$ cat config.mk
export PLATFORM = sky130hd
export DESIGN_NAME = key_to_handle_map_table
export DESIGN_NICKNAME = d
export VERILOG_FILES = /design/src/rtl/kvm_pkg.sv /design/src/rtl/kvm_ram.sv /design/src/rtl/kvm_ctrl.sv /design/src/rtl/key_to_handle_map_table.sv
export SDC_FILE = /design/constraint.sdc
export NUM_CORES = 1
export LEC_CHECK = 0
export BUFFER_PORTS_ARGS = -buffer_cell sky130_fd_sc_hd__buf_4
export CAP_MARGIN = 15
export CORE_MARGIN = 2
export CORE_UTILIZATION = 40
export CTS_CLUSTER_SIZE = 8
export DETAILED_ROUTE_END_ITERATION = 10
export MAX_ROUTING_LAYER = met4
export PLACE_DENSITY = 0.53
export REMOVE_ABC_BUFFERS = 1
export SLEW_MARGIN = 20
export SYNTH_ARGS = -nofsm -noshare
export SYNTH_HDL_FRONTEND = slang
export SYNTH_SLANG_ARGS = --single-unit
export TNS_END_PERCENT = 20
$ cat constraint.sdc
create_clock -name clk -period 6.6 [get_ports clk]
set_input_delay 0.33 -clock clk [delete_from_list [all_inputs] [get_ports clk]]
set_output_delay 0.33 -clock clk [all_outputs]
set_load 0.02 [all_outputs]
$ cat src/rtl/kvm_pkg.sv
`timescale 1ns / 1ps
// ----------------------------------------------------------------------------
// kvm_pkg
// shared types and constants for the key to handle map table
// ----------------------------------------------------------------------------
package kvm_pkg;

    localparam int REQ_W    = 2;
    localparam int KEY_W    = 8;
    localparam int HANDLE_W = 16;
    localparam int STATUS_W = 2;

    // request kinds, code 3 is unused and treated as a no-op
    typedef enum logic [REQ_W-1:0] {
        REQ_LOOKUP = 2'd0,
        REQ_SET    = 2'd1,
        REQ_CLEAR  = 2'd2
    } req_e_t;

    typedef enum logic [STATUS_W-1:0] {
        ST_OK   = 2'd0,
        ST_FULL = 2'd1,
        ST_MISS = 2'd2
    } status_e_t;

    typedef enum logic [1:0] {
        S_IDLE,
        S_SCAN,
        S_DONE
    } state_e_t;

    typedef struct packed {
        logic                found;
        logic [HANDLE_W-1:0] tile;
        status_e_t           status;
    } result_t;

endpackage

$ cat src/rtl/kvm_ram.sv
`timescale 1ns / 1ps
// ----------------------------------------------------------------------------
// kvm_ram
// generic single write port, single read port ram with registered read
// ----------------------------------------------------------------------------
module kvm_ram #(
    parameter int WIDTH = 24,
    parameter int DEPTH = 32
) (
    input  logic                                  clk,
    input  logic                                  wr_en,
    input  logic [(DEPTH > 1 ? $clog2(DEPTH) : 1)-1:0] wr_addr,
    input  logic [WIDTH-1:0]                      wr_data,
    input  logic                                  rd_en,
    input  logic [(DEPTH > 1 ? $clog2(DEPTH) : 1)-1:0] rd_addr,
    output logic [WIDTH-1:0]                      rd_data
);

    logic [WIDTH-1:0] mem_reg [DEPTH];
    logic [WIDTH-1:0] rd_data_reg;

    always_ff @(posedge clk)
    begin
        if (wr_en)
        begin
            mem_reg[wr_addr] <= wr_data;
        end
        if (rd_en)
        begin
            rd_data_reg <= mem_reg[rd_addr];
        end
    end

    assign rd_data = rd_data_reg;

endmodule

$ cat src/rtl/kvm_ctrl.sv
`timescale 1ns / 1ps
// ----------------------------------------------------------------------------
// kvm_ctrl
// request sequencer: scans the entry ram, updates or appends, clears, forms result
// ----------------------------------------------------------------------------
module kvm_ctrl #(
    parameter int ENTRIES = 32
) (
    input  logic                                      clk,
    input  logic                                      rst_n,
    input  logic                                      in_fire,
    input  logic [kvm_pkg::REQ_W-1:0]                 req_type,
    input  logic [kvm_pkg::KEY_W-1:0]                 entity_key,
    input  logic [kvm_pkg::HANDLE_W-1:0]              tile_handle,
    input  logic                                      out_free,
    input  logic [kvm_pkg::KEY_W+kvm_pkg::HANDLE_W-1:0] rd_data,
    output logic                                      busy,
    output logic                                      rd_en,
    output logic [(ENTRIES > 1 ? $clog2(ENTRIES) : 1)-1:0] rd_addr,
    output logic                                      wr_en,
    output logic [(ENTRIES > 1 ? $clog2(ENTRIES) : 1)-1:0] wr_addr,
    output logic [kvm_pkg::KEY_W+kvm_pkg::HANDLE_W-1:0] wr_data,
    output logic                                      res_valid,
    output kvm_pkg::result_t                          res
);

    localparam int IDX_W = (ENTRIES > 1) ? $clog2(ENTRIES) : 1;
    localparam int CNT_W = $clog2(ENTRIES + 1);
    localparam int KW    = kvm_pkg::KEY_W;
    localparam int HW    = kvm_pkg::HANDLE_W;

    kvm_pkg::state_e_t     state_reg, state_next;
    logic [kvm_pkg::REQ_W-1:0] req_reg, req_next;
    logic [KW-1:0]         key_reg, key_next;
    logic [HW-1:0]         handle_reg, handle_next;
    logic [CNT_W-1:0]      count_reg, count_next;
    logic [CNT_W-1:0]      rd_ptr_reg, rd_ptr_next;
    logic                  chk_valid_reg, chk_valid_next;
    logic [IDX_W-1:0]      chk_idx_reg, chk_idx_next;
    kvm_pkg::result_t      res_reg, res_next;

    logic                  hit;

    assign hit = chk_valid_reg && (rd_data[KW+HW-1:HW] == key_reg);

    always_ff @(posedge clk or negedge rst_n)
    begin
        if (!rst_n)
        begin
            state_reg     <= kvm_pkg::S_IDLE;
            count_reg     <= '0;
            chk_valid_reg <= 1'b0;
        end
        else
        begin
            state_reg     <= state_next;
            count_reg     <= count_next;
            chk_valid_reg <= chk_valid_next;
        end
    end

    always_ff @(posedge clk)
    begin
        req_reg     <= req_next;
        key_reg     <= key_next;
        handle_reg  <= handle_next;
        rd_ptr_reg  <= rd_ptr_next;
        chk_idx_reg <= chk_idx_next;
        res_reg     <= res_next;
    end

    always_comb
    begin
        state_next     = state_reg;
        req_next       = req_reg;
        key_next       = key_reg;
        handle_next    = handle_reg;
        count_next     = count_reg;
        rd_ptr_next    = rd_ptr_reg;
        chk_valid_next = 1'b0;
        chk_idx_next   = chk_idx_reg;
        res_next       = res_reg;
        rd_en          = 1'b0;
        rd_addr        = rd_ptr_reg[IDX_W-1:0];
        wr_en          = 1'b0;
        wr_addr        = chk_idx_reg;
        wr_data        = {key_reg, handle_reg};
        res_valid      = 1'b0;

        case (state_reg)
            kvm_pkg::S_IDLE:
            begin
                if (in_fire)
                begin
                    req_next        = req_type;
                    key_next        = entity_key;
                    handle_next     = tile_handle;
                    rd_ptr_next     = '0;
                    res_next.found  = 1'b0;
                    res_next.tile   = '0;
                    res_next.status = kvm_pkg::ST_OK;
                    case (req_type)
                        kvm_pkg::REQ_LOOKUP,
                        kvm_pkg::REQ_SET:
                        begin
                            state_next = kvm_pkg::S_SCAN;
                        end
                        kvm_pkg::REQ_CLEAR:
                        begin
                            count_next = '0;
                            state_next = kvm_pkg::S_DONE;
                        end
                        default:
                        begin
                            state_next = kvm_pkg::S_DONE;
                        end
                    endcase
                end
            end

            kvm_pkg::S_SCAN:
            begin
                if (hit)
                begin
                    // first match ends the scan
                    res_next.found = 1'b1;
                    if (req_reg == kvm_pkg::REQ_LOOKUP)
                    begin
                        res_next.tile = rd_data[HW-1:0];
                    end
                    else
                    begin
                        wr_en   = 1'b1;
                        wr_addr = chk_idx_reg;
                    end
                    state_next = kvm_pkg::S_DONE;
                end
                else if (rd_ptr_reg < count_reg)
                begin
                    // issue next read, compare lands in the next cycle
                    rd_en          = 1'b1;
                    chk_valid_next = 1'b1;
                    chk_idx_next   = rd_ptr_reg[IDX_W-1:0];
                    rd_ptr_next    = rd_ptr_reg + CNT_W'(1);
                end
                else
                begin
                    // no match among valid entries
                    if (req_reg == kvm_pkg::REQ_LOOKUP)
                    begin
                        res_next.status = kvm_pkg::ST_MISS;
                    end
                    else if (count_reg == CNT_W'(ENTRIES))
                    begin
                        res_next.status = kvm_pkg::ST_FULL;
                    end
                    else
                    begin
                        wr_en      = 1'b1;
                        wr_addr    = count_reg[IDX_W-1:0];
                        count_next = count_reg + CNT_W'(1);
                    end
                    state_next = kvm_pkg::S_DONE;
                end
            end

            kvm_pkg::S_DONE:
            begin
                res_valid = 1'b1;
                if (out_free)
                begin
                    state_next = kvm_pkg::S_IDLE;
                end
            end

            default:
            begin
                state_next = kvm_pkg::S_IDLE;
            end
        endcase
    end

    assign busy = (state_reg != kvm_pkg::S_IDLE);
    assign res  = res_reg;

endmodule

$ cat src/rtl/key_to_handle_map_table.sv
`timescale 1ns / 1ps
// ----------------------------------------------------------------------------
// key_to_handle_map_table
// associative table mapping 8-bit entity keys to 16-bit tile handles
// ----------------------------------------------------------------------------
//  channel | direction | handshake          | payload
//  --------+-----------+--------------------+----------------------------------
//  in      | input     | in_valid/in_stall  | req_type, entity_key, tile_handle
//  out     | output    | out_valid/out_stall| found, tile_out, status
//
//  scan: a lookup miss or a set that appends or finds the table full walks
//    every valid entry of the entry ram, one entry per cycle, each read
//    registered before its compare; a hit ends the scan early; clear and
//    unused codes skip the scan and go straight to the result
//  one request is in flight at a time; in_stall is high while it is worked
//    and while its result waits to enter the output register
//  reset clears the entry count, sequencer state and output valid flag;
//    ram contents are left as they are and never read before being written
//  out_stall holds the output register; the next request can be taken
//    while a result waits there
// ----------------------------------------------------------------------------
module key_to_handle_map_table #(
    parameter int ENTRIES = 32
) (
    input  logic                          clk,
    input  logic                          rst_n,
    // request channel
    input  logic                          in_valid,
    output logic                          in_stall,
    input  logic [kvm_pkg::REQ_W-1:0]     req_type,
    input  logic [kvm_pkg::KEY_W-1:0]     entity_key,
    input  logic [kvm_pkg::HANDLE_W-1:0]  tile_handle,
    // result channel
    output logic                          out_valid,
    input  logic                          out_stall,
    output logic                          found,
    output logic [kvm_pkg::HANDLE_W-1:0]  tile_out,
    output logic [kvm_pkg::STATUS_W-1:0]  status
);

    localparam int IDX_W  = (ENTRIES > 1) ? $clog2(ENTRIES) : 1;
    localparam int WORD_W = kvm_pkg::KEY_W + kvm_pkg::HANDLE_W;

    logic                  in_fire;
    logic                  busy;
    logic                  out_free;
    // entry ram port signals, one word holds {key, handle}
    logic                  rd_en;
    logic [IDX_W-1:0]      rd_addr;
    logic [WORD_W-1:0]     rd_data;
    logic                  wr_en;
    logic [IDX_W-1:0]      wr_addr;
    logic [WORD_W-1:0]     wr_data;
    // finished result from the sequencer
    logic                  res_valid;
    kvm_pkg::result_t      res;
    // output register
    logic                  out_valid_reg;
    kvm_pkg::result_t      out_res_reg;

    assign in_stall = busy;
    assign in_fire  = in_valid && !busy;
    // output register can take a new result when empty or being drained
    assign out_free = !out_valid_reg || !out_stall;

    kvm_ram #(
        .WIDTH (WORD_W),
        .DEPTH (ENTRIES)
    ) u_entry_ram (
        .clk     (clk),
        .wr_en   (wr_en),
        .wr_addr (wr_addr),
        .wr_data (wr_data),
        .rd_en   (rd_en),
        .rd_addr (rd_addr),
        .rd_data (rd_data)
    );

    kvm_ctrl #(
        .ENTRIES (ENTRIES)
    ) u_ctrl (
        .clk         (clk),
        .rst_n       (rst_n),
        .in_fire     (in_fire),
        .req_type    (req_type),
        .entity_key  (entity_key),
        .tile_handle (tile_handle),
        .out_free    (out_free),
        .rd_data     (rd_data),
        .busy        (busy),
        .rd_en       (rd_en),
        .rd_addr     (rd_addr),
        .wr_en       (wr_en),
        .wr_addr     (wr_addr),
        .wr_data     (wr_data),
        .res_valid   (res_valid),
        .res         (res)
    );

    // output register, parts the result channel from the sequencer
    always_ff @(posedge clk or negedge rst_n)
    begin
        if (!rst_n)
        begin
            out_valid_reg <= 1'b0;
        end
        else if (res_valid && out_free)
        begin
            out_valid_reg <= 1'b1;
        end
        else if (!out_stall)
        begin
            out_valid_reg <= 1'b0;
        end
    end

    always_ff @(posedge clk)
    begin
        if (res_valid && out_free)
        begin
            out_res_reg <= res;
        end
    end

    assign out_valid = out_valid_reg;
    assign found     = out_res_reg.found;
    assign tile_out  = out_res_reg.tile;
    assign status    = out_res_reg.status;

endmodule

After elaboration in Yosys (flattened, before gate mapping)
Memories as Yosys holds them, arrays and structs flattened. A register that Yosys moved wholly into a read port is not among the register bits.
Cells that the tools add are included.
{ "totals": {"mem_bits_rw": 768, "regBits": 85, "n_memories": 1} }
{ "classes": {"n_lt_le_gt_ge": 1, "n_reduce_logical": 21, "muxes": 44, "add_sub_neg": 2, "n_eq_ne": 19, "bitwise": 1} }
{ "mem_list": {"columns": ["name", "words", "width", "rd", "rd_ports_with_merged_regs", "wr", "line", "source"], "rows": [
  ["u_entry_ram.mem_reg", 32, 24, 1, 1, 1, "kvm_ram.sv:19", "logic [WIDTH-1:0] mem_reg [DEPTH];"]
]} }
{ "op_table": {"columns": ["operator", "n"], "rows": [
  ["$mux W6", 9],
  ["$pmux W19 S2", 1],
  ["$mux W5", 5],
  ["$pmux W6 S2", 2],
  ["$mux W19", 1],
  ["$mux W2", 9],
  ["$mux W17", 1],
  ["$mux W16", 1],
  ["$mux W1", 14],
  ["$ne A2 B2 Y1 const B", 7],
  ["$add A6 B1 Y6 const B", 2],
  ["$reduce_and A3 Y1", 3],
  ["$eq A8 B8 Y1", 1],
  ["$ne A2 B1 Y1 const B", 4],
  ["$reduce_and A4 Y1", 2],
  ["$reduce_and A7 Y1", 1],
  ["$eq A6 B6 Y1 const B", 1],
  ["$logic_not A2 Y1", 3],
  ["$lt A6 B6 Y1", 1],
  ["$pmux W2 S3", 1],
  ["$reduce_and A5 Y1", 1],
  ["$eq A2 B1 Y1 const B", 2],
  ["$eq A2 B2 Y1 const B", 2],
  ["$reduce_bool A2 Y1", 2],
  ["other kinds (8)", 12]
]} }

Logic depth before layout (Yosys ltp)
{ "logic_depth": {"ltp_word": 8, "mapped_depth": 8, "mapped_depth_nobuf": 7} }

Cells and area by module
Synthesis repeated with hierarchy kept, for this count alone.
{ "unflattened": {"cells_unflattened": 1933, "area_unflattened_um2": 34141.5} }
{ "modules_own_cells": {"columns": ["mod", "n_inst", "cells_per_inst", "seq_area_each_um2", "area_each_um2"], "rows": [
  ["kvm_ram", 1, 1711, 23782.8, 30720.7],
  ["kvm_ctrl", 1, 198, 1906.8, 2796.4],
  ["key_to_handle_map_table", 1, 24, 595.6, 624.3]
]} }

Worst setup path after synthesis
Ideal clock, no wire load.
{ "synth_timing": {"kind": "register to register", "startpoint": "reg u_ctrl.key_reg[5]", "endpoint": "mem u_entry_ram.mem_reg[3][0], enable pin", "path_stages_with_launch": 9, "required_time_ns": 6.165, "path_buffers": 2, "setup_ns": 0.435, "setup_slack_ns": 2.277, "arrival_time_ns": 3.888, "synth_period_minus_slack_ns": 4.323, "path_cell_list": "edfxtp_1 > xnor2_1 > nand4_1 > or4_1 > clkbuf_1 > and4_4 > or2_1 > buf_2 > nor3_1"} }
{ "synth_via": {"elab_chain_len": 6, "word_cells_on_any_way": 8, "classes_between": "eq/ne: 1; mux: 6; reduce/logical: 1"} }
{ "synth_lines": {"columns": ["element", "line", "source"], "rows": [
  ["start: declaration", "kvm_ctrl.sv:34", "logic [KW-1:0] key_reg, key_next;"],
  ["start signal: assignment", "kvm_ctrl.sv:65", "key_reg <= key_next;"],
  ["$eq A8 B8 Y1 *", "kvm_ctrl.sv:44", "assign hit = chk_valid_reg && (rd_data[KW+HW-1:HW] == key_reg);"],
  ["$logic_and A1 B1 Y1 *", "kvm_ctrl.sv:44", null],
  ["$mux W1", "kvm_ctrl.sv:123", "if (hit)"],
  ["$mux W1", "kvm_ctrl.sv:90", "case (state_reg)"],
  ["$mux W1", "kvm_ram.sv:24", "if (wr_en)"],
  ["$mux W1 (not written as such)", "kvm_ram.sv:26", "mem_reg[wr_addr] <= wr_data;"],
  ["end: declaration", "kvm_ram.sv:19", null]
]} }
Mark *: on every way between the ends. The rest lies on a longest branch, timed or not.

Worst setup path after layout
{ "layout_timing": {"startpoint": "reg u_ctrl.key_reg[5]", "endpoint": "mem u_entry_ram.mem_reg[22][9], enable pin"} }
Same word-level chain as after synthesis.

==> out/qor.tcl <==
set qor(dieHeight_um) 293
set qor(ys_top_cells_by_count) {867 x sky130_fd_sc_hd__edfxtp_1, 240 x sky130_fd_sc_hd__mux4_2, 35 x sky130_fd_sc_hd__nor2_1}
set qor(synth-edff-count) 867
set qor(postSynthRegisterBits) 877
set qor(grt_pass1_vias) 15700
set qor(timing.fmax_mhz) 223
set qor(rsz0062_at_grt) {no}
set qor(max-slew-margin-rel_pct) 27.7
set qor(crit_fanout) 33
set qor(timing.critical_path.required_ns) 6.87
set qor(htree_num_levels) 3
set qor(detail_route.iter0.violations) 1378
set qor(clock_skew_ns) 0.0272
set qor(core_region_area_um2) 82400
set qor(design.portCount) 51
set qor(post-dp-hpwl_um) 42600
set qor(grt_first_pass_wirelength_um) 113000
set qor(cts_buffer_depth) 3
set qor(tightest_slew_ns) 1.08
set qor(tritoncts) {built}
set qor(synth-warning-count) 0
set qor(routabilityCongestion) 0.777
set qor(finalSetupViolations) 0
set qor(synth.avg_cell_area_um2) 24.0
set qor(drive_gt1_share_pct) 33.0
set qor(detail_route.drc_violations) 0
set qor(numCtsBuffers) 119
set qor(antenna_violating_nets_post_route) 0
set qor(global_route.usage.total_pct) 19.2
set qor(postCtsSetupBuffers) 0
set qor(routed_via_density) 5.65
set qor(cts.clk_slew.worst_paths_ns) 0.06
set qor(worst-endpoint-arrival_ns) 4.77
set qor(post_synth_inst_count) 1393
set qor(detail_route.first_pass.iterations) 5
set qor(wl_per_cell_um) 29.5
set qor(std_cell_rows) 105
set qor(grt_antenna_before_repair) 2
set qor(die_w_um) 293
set qor(max_reg_flops) 768
set qor(cap_violations) 0
set qor(yosys_most_used_dff) {sky130_fd_sc_hd__edfxtp_1}
set qor(num_vias) 15000
set qor(async_reset_ff_share_pct) 1.14
set qor(synth_cell_types) 47
set qor(synth_most_common_cell) {sky130_fd_sc_hd__edfxtp_1}
set qor(report.final.slew_viol_count) 0
set qor(pwr_density_cell_nw_per_um2) 393
set qor(timing.critical_path.to_type) {flip-flop}
set qor(numClockSinks) 877
set qor(synth_top_cell_by_area) {sky130_fd_sc_hd__edfxtp_1}
set qor(critPathLaunch) {u_ctrl.key_reg[5]}
set qor(postLayoutCoreUtil_pct) 47.2
set qor(grt_start_max_net_pins) 145
set qor(cpPeakStageDelay_ns) 1.02
set qor(post_synth_instance_area_um2) 33400
set qor(cp-start-kind) {flip-flop}
set qor(grt_overflow_total) 0
set qor(cp.buffers_inverters) 0
set qor(timing.setup.critical_path_class) {reg2reg}
set qor(leakage_nw) 12.0
set qor(post-route-period-util_pct) 68.1
set qor(synthTopCellsByArea) {sky130_fd_sc_hd__edfxtp_1 78%, sky130_fd_sc_hd__mux4_2 16%, sky130_fd_sc_hd__mux2_2 0.81%, sky130_fd_sc_hd__dfrtp_1 0.75%, sky130_fd_sc_hd__nor2_1 0.39%}
set qor(clock_tree.root_cell) {sky130_fd_sc_hd__clkbuf_16}
set qor(crit_slowest_cell) {sky130_fd_sc_hd__edfxtp_1}
set qor(synth_top_area_share_pct) 77.9
set qor(timing.setup.tns_ns) 0
set qor(status) {completed}
set qor(ir_drop_worst_vdd_mv) 0.245
set qor(startpoint_of_the_most_critical_register_to_register_path) {u_ctrl.key_reg[5]}
set qor(starting_density_pct) 40.6
set qor(timing.critical_path.cells) {xnor2_1 -> nand4_1 -> nor4_2 -> o31a_1 -> o211ai_2 -> nor2_4}
set qor(total_of_buffers_placed_on_input_and_output_ports) 50
set qor(critical_path.top_delay_family) {simple AND/OR/NAND/NOR gates}
set qor(layout_min_cycle_time_ns) 4.49
set qor(area_delta_synth_final_pct) 16.4
set qor(insertion_delay_ns) 0.67
set qor(die_area_um2) 85900
set qor(route.final.wire_length_um) 78300
set qor(layout.nets) 1608
set qor(finalHoldViolations) 0
set qor(worstHoldPathType) {in2async}
set qor(seq_total_area_yosys_pct) 78.7
## cells by family after synthesis
| family | count (synthesis) | share of synthesized area [%] |
|---|---|---|
| adders and majority gates | 8 | 0.300 |
| DFF | 877 | 78.7 |
| muxes | 264 | 17.0 |
| AOI/OAI and AO/OA | 42 | 0.831 |
| xor gates and xnor gates | 12 | 0.315 |
| and+or+nand+nor | 115 | 1.86 |
| buffers and inverters | 75 | 1.05 |
## report_power, final
part | internal [mW] | total, mW | switching (mW)
clock | 3.19 | 5.33 | 2.14
sequential | 6.66 | 6.80 | 0.138
combinational | 1.35 | 3.16 | 1.81
total | 11.2 | 15.3 | 4.09
## timing repair
item                                   CTS  global route
hold buffers                            28             0
setup endpoints to repair                0             0
endpoints found under the hold margin   41             0
resized for setup                        0             0
## layer usage
| layer | wire [um] | share of wire (%) | GRT usage [%] |
|---|---|---|---|
| met5 | 0 | 0 | - |
| met4 | 2060 | 2.6 | 6.00 |
| met3 | 5000 | 6.4 | 3.56 |
| met2 | 37600 | 48 | 29.4 |
| met1 | 33700 | 43 | 26.3 |
## placed cells by master, fill, tap and decap left out, drive strengths merged, types with 2 or more instances in the layout
cell type and instances:
xnor2 9, nand4 6, or3 2, mux2 24, clkinv 3, dlygate4sd3 28
or4 3, clkbuf 132, dfrtp 10, edfxtp 867, buf 92, xor2 3
and2 18, nand3 6, nor4 3, nand2 14, inv 14, nand2b 3
o21ai 9, o31ai 3, nor2 36, nor3 19, ha 8, a21oi 19
nor4b 2, mux4 240
## through the flow
stage	power (mW)	hold WS (ns)	setup slack, ns	area, um^2	instances
after floorplan	9.27	0.0344	-4.34	33100	1329
after global placement	10.1	0.167	2.31	35400	2486
after detailed placement	10.1	0.168	2.12	35400	2487
after CTS	15.5	0.00219	2.09	38800	2653
after global routing	15.9	0.0226	1.82	38900	2657
final	15.3	0.0320	2.11	38900	2658
## final timing paths
path / cells after the start / end / slack (ns)
max: 6 / u_entry_ram.mem_reg[22][9] / 2.11
min: 2 / u_ctrl.count_reg[2] / 0.03
max reg2reg: 6 / u_entry_ram.mem_reg[22][9] / 2.11
min reg2reg: 0 / tile_out[8] / 0.41
max in group asynchronous: 2 / u_ctrl.state_reg[0] / 6.42
min in group clk: 3 / u_ctrl.state_reg[1] / 0.05
## layout make-up
class / count / area (um^2)
clock inverter: 6 / 88.8
multi-input combinational: 441 / 7030
tap: 1070 / 1340
clock buffer: 132 / 3050
antenna: 1 / 2.50
timing repair buffer: 120 / 1060
sequential: 877 / 26300
fill: 6641 / 43500
inverter: 11 / 41.3
Power figures use the tool's default switching activity.
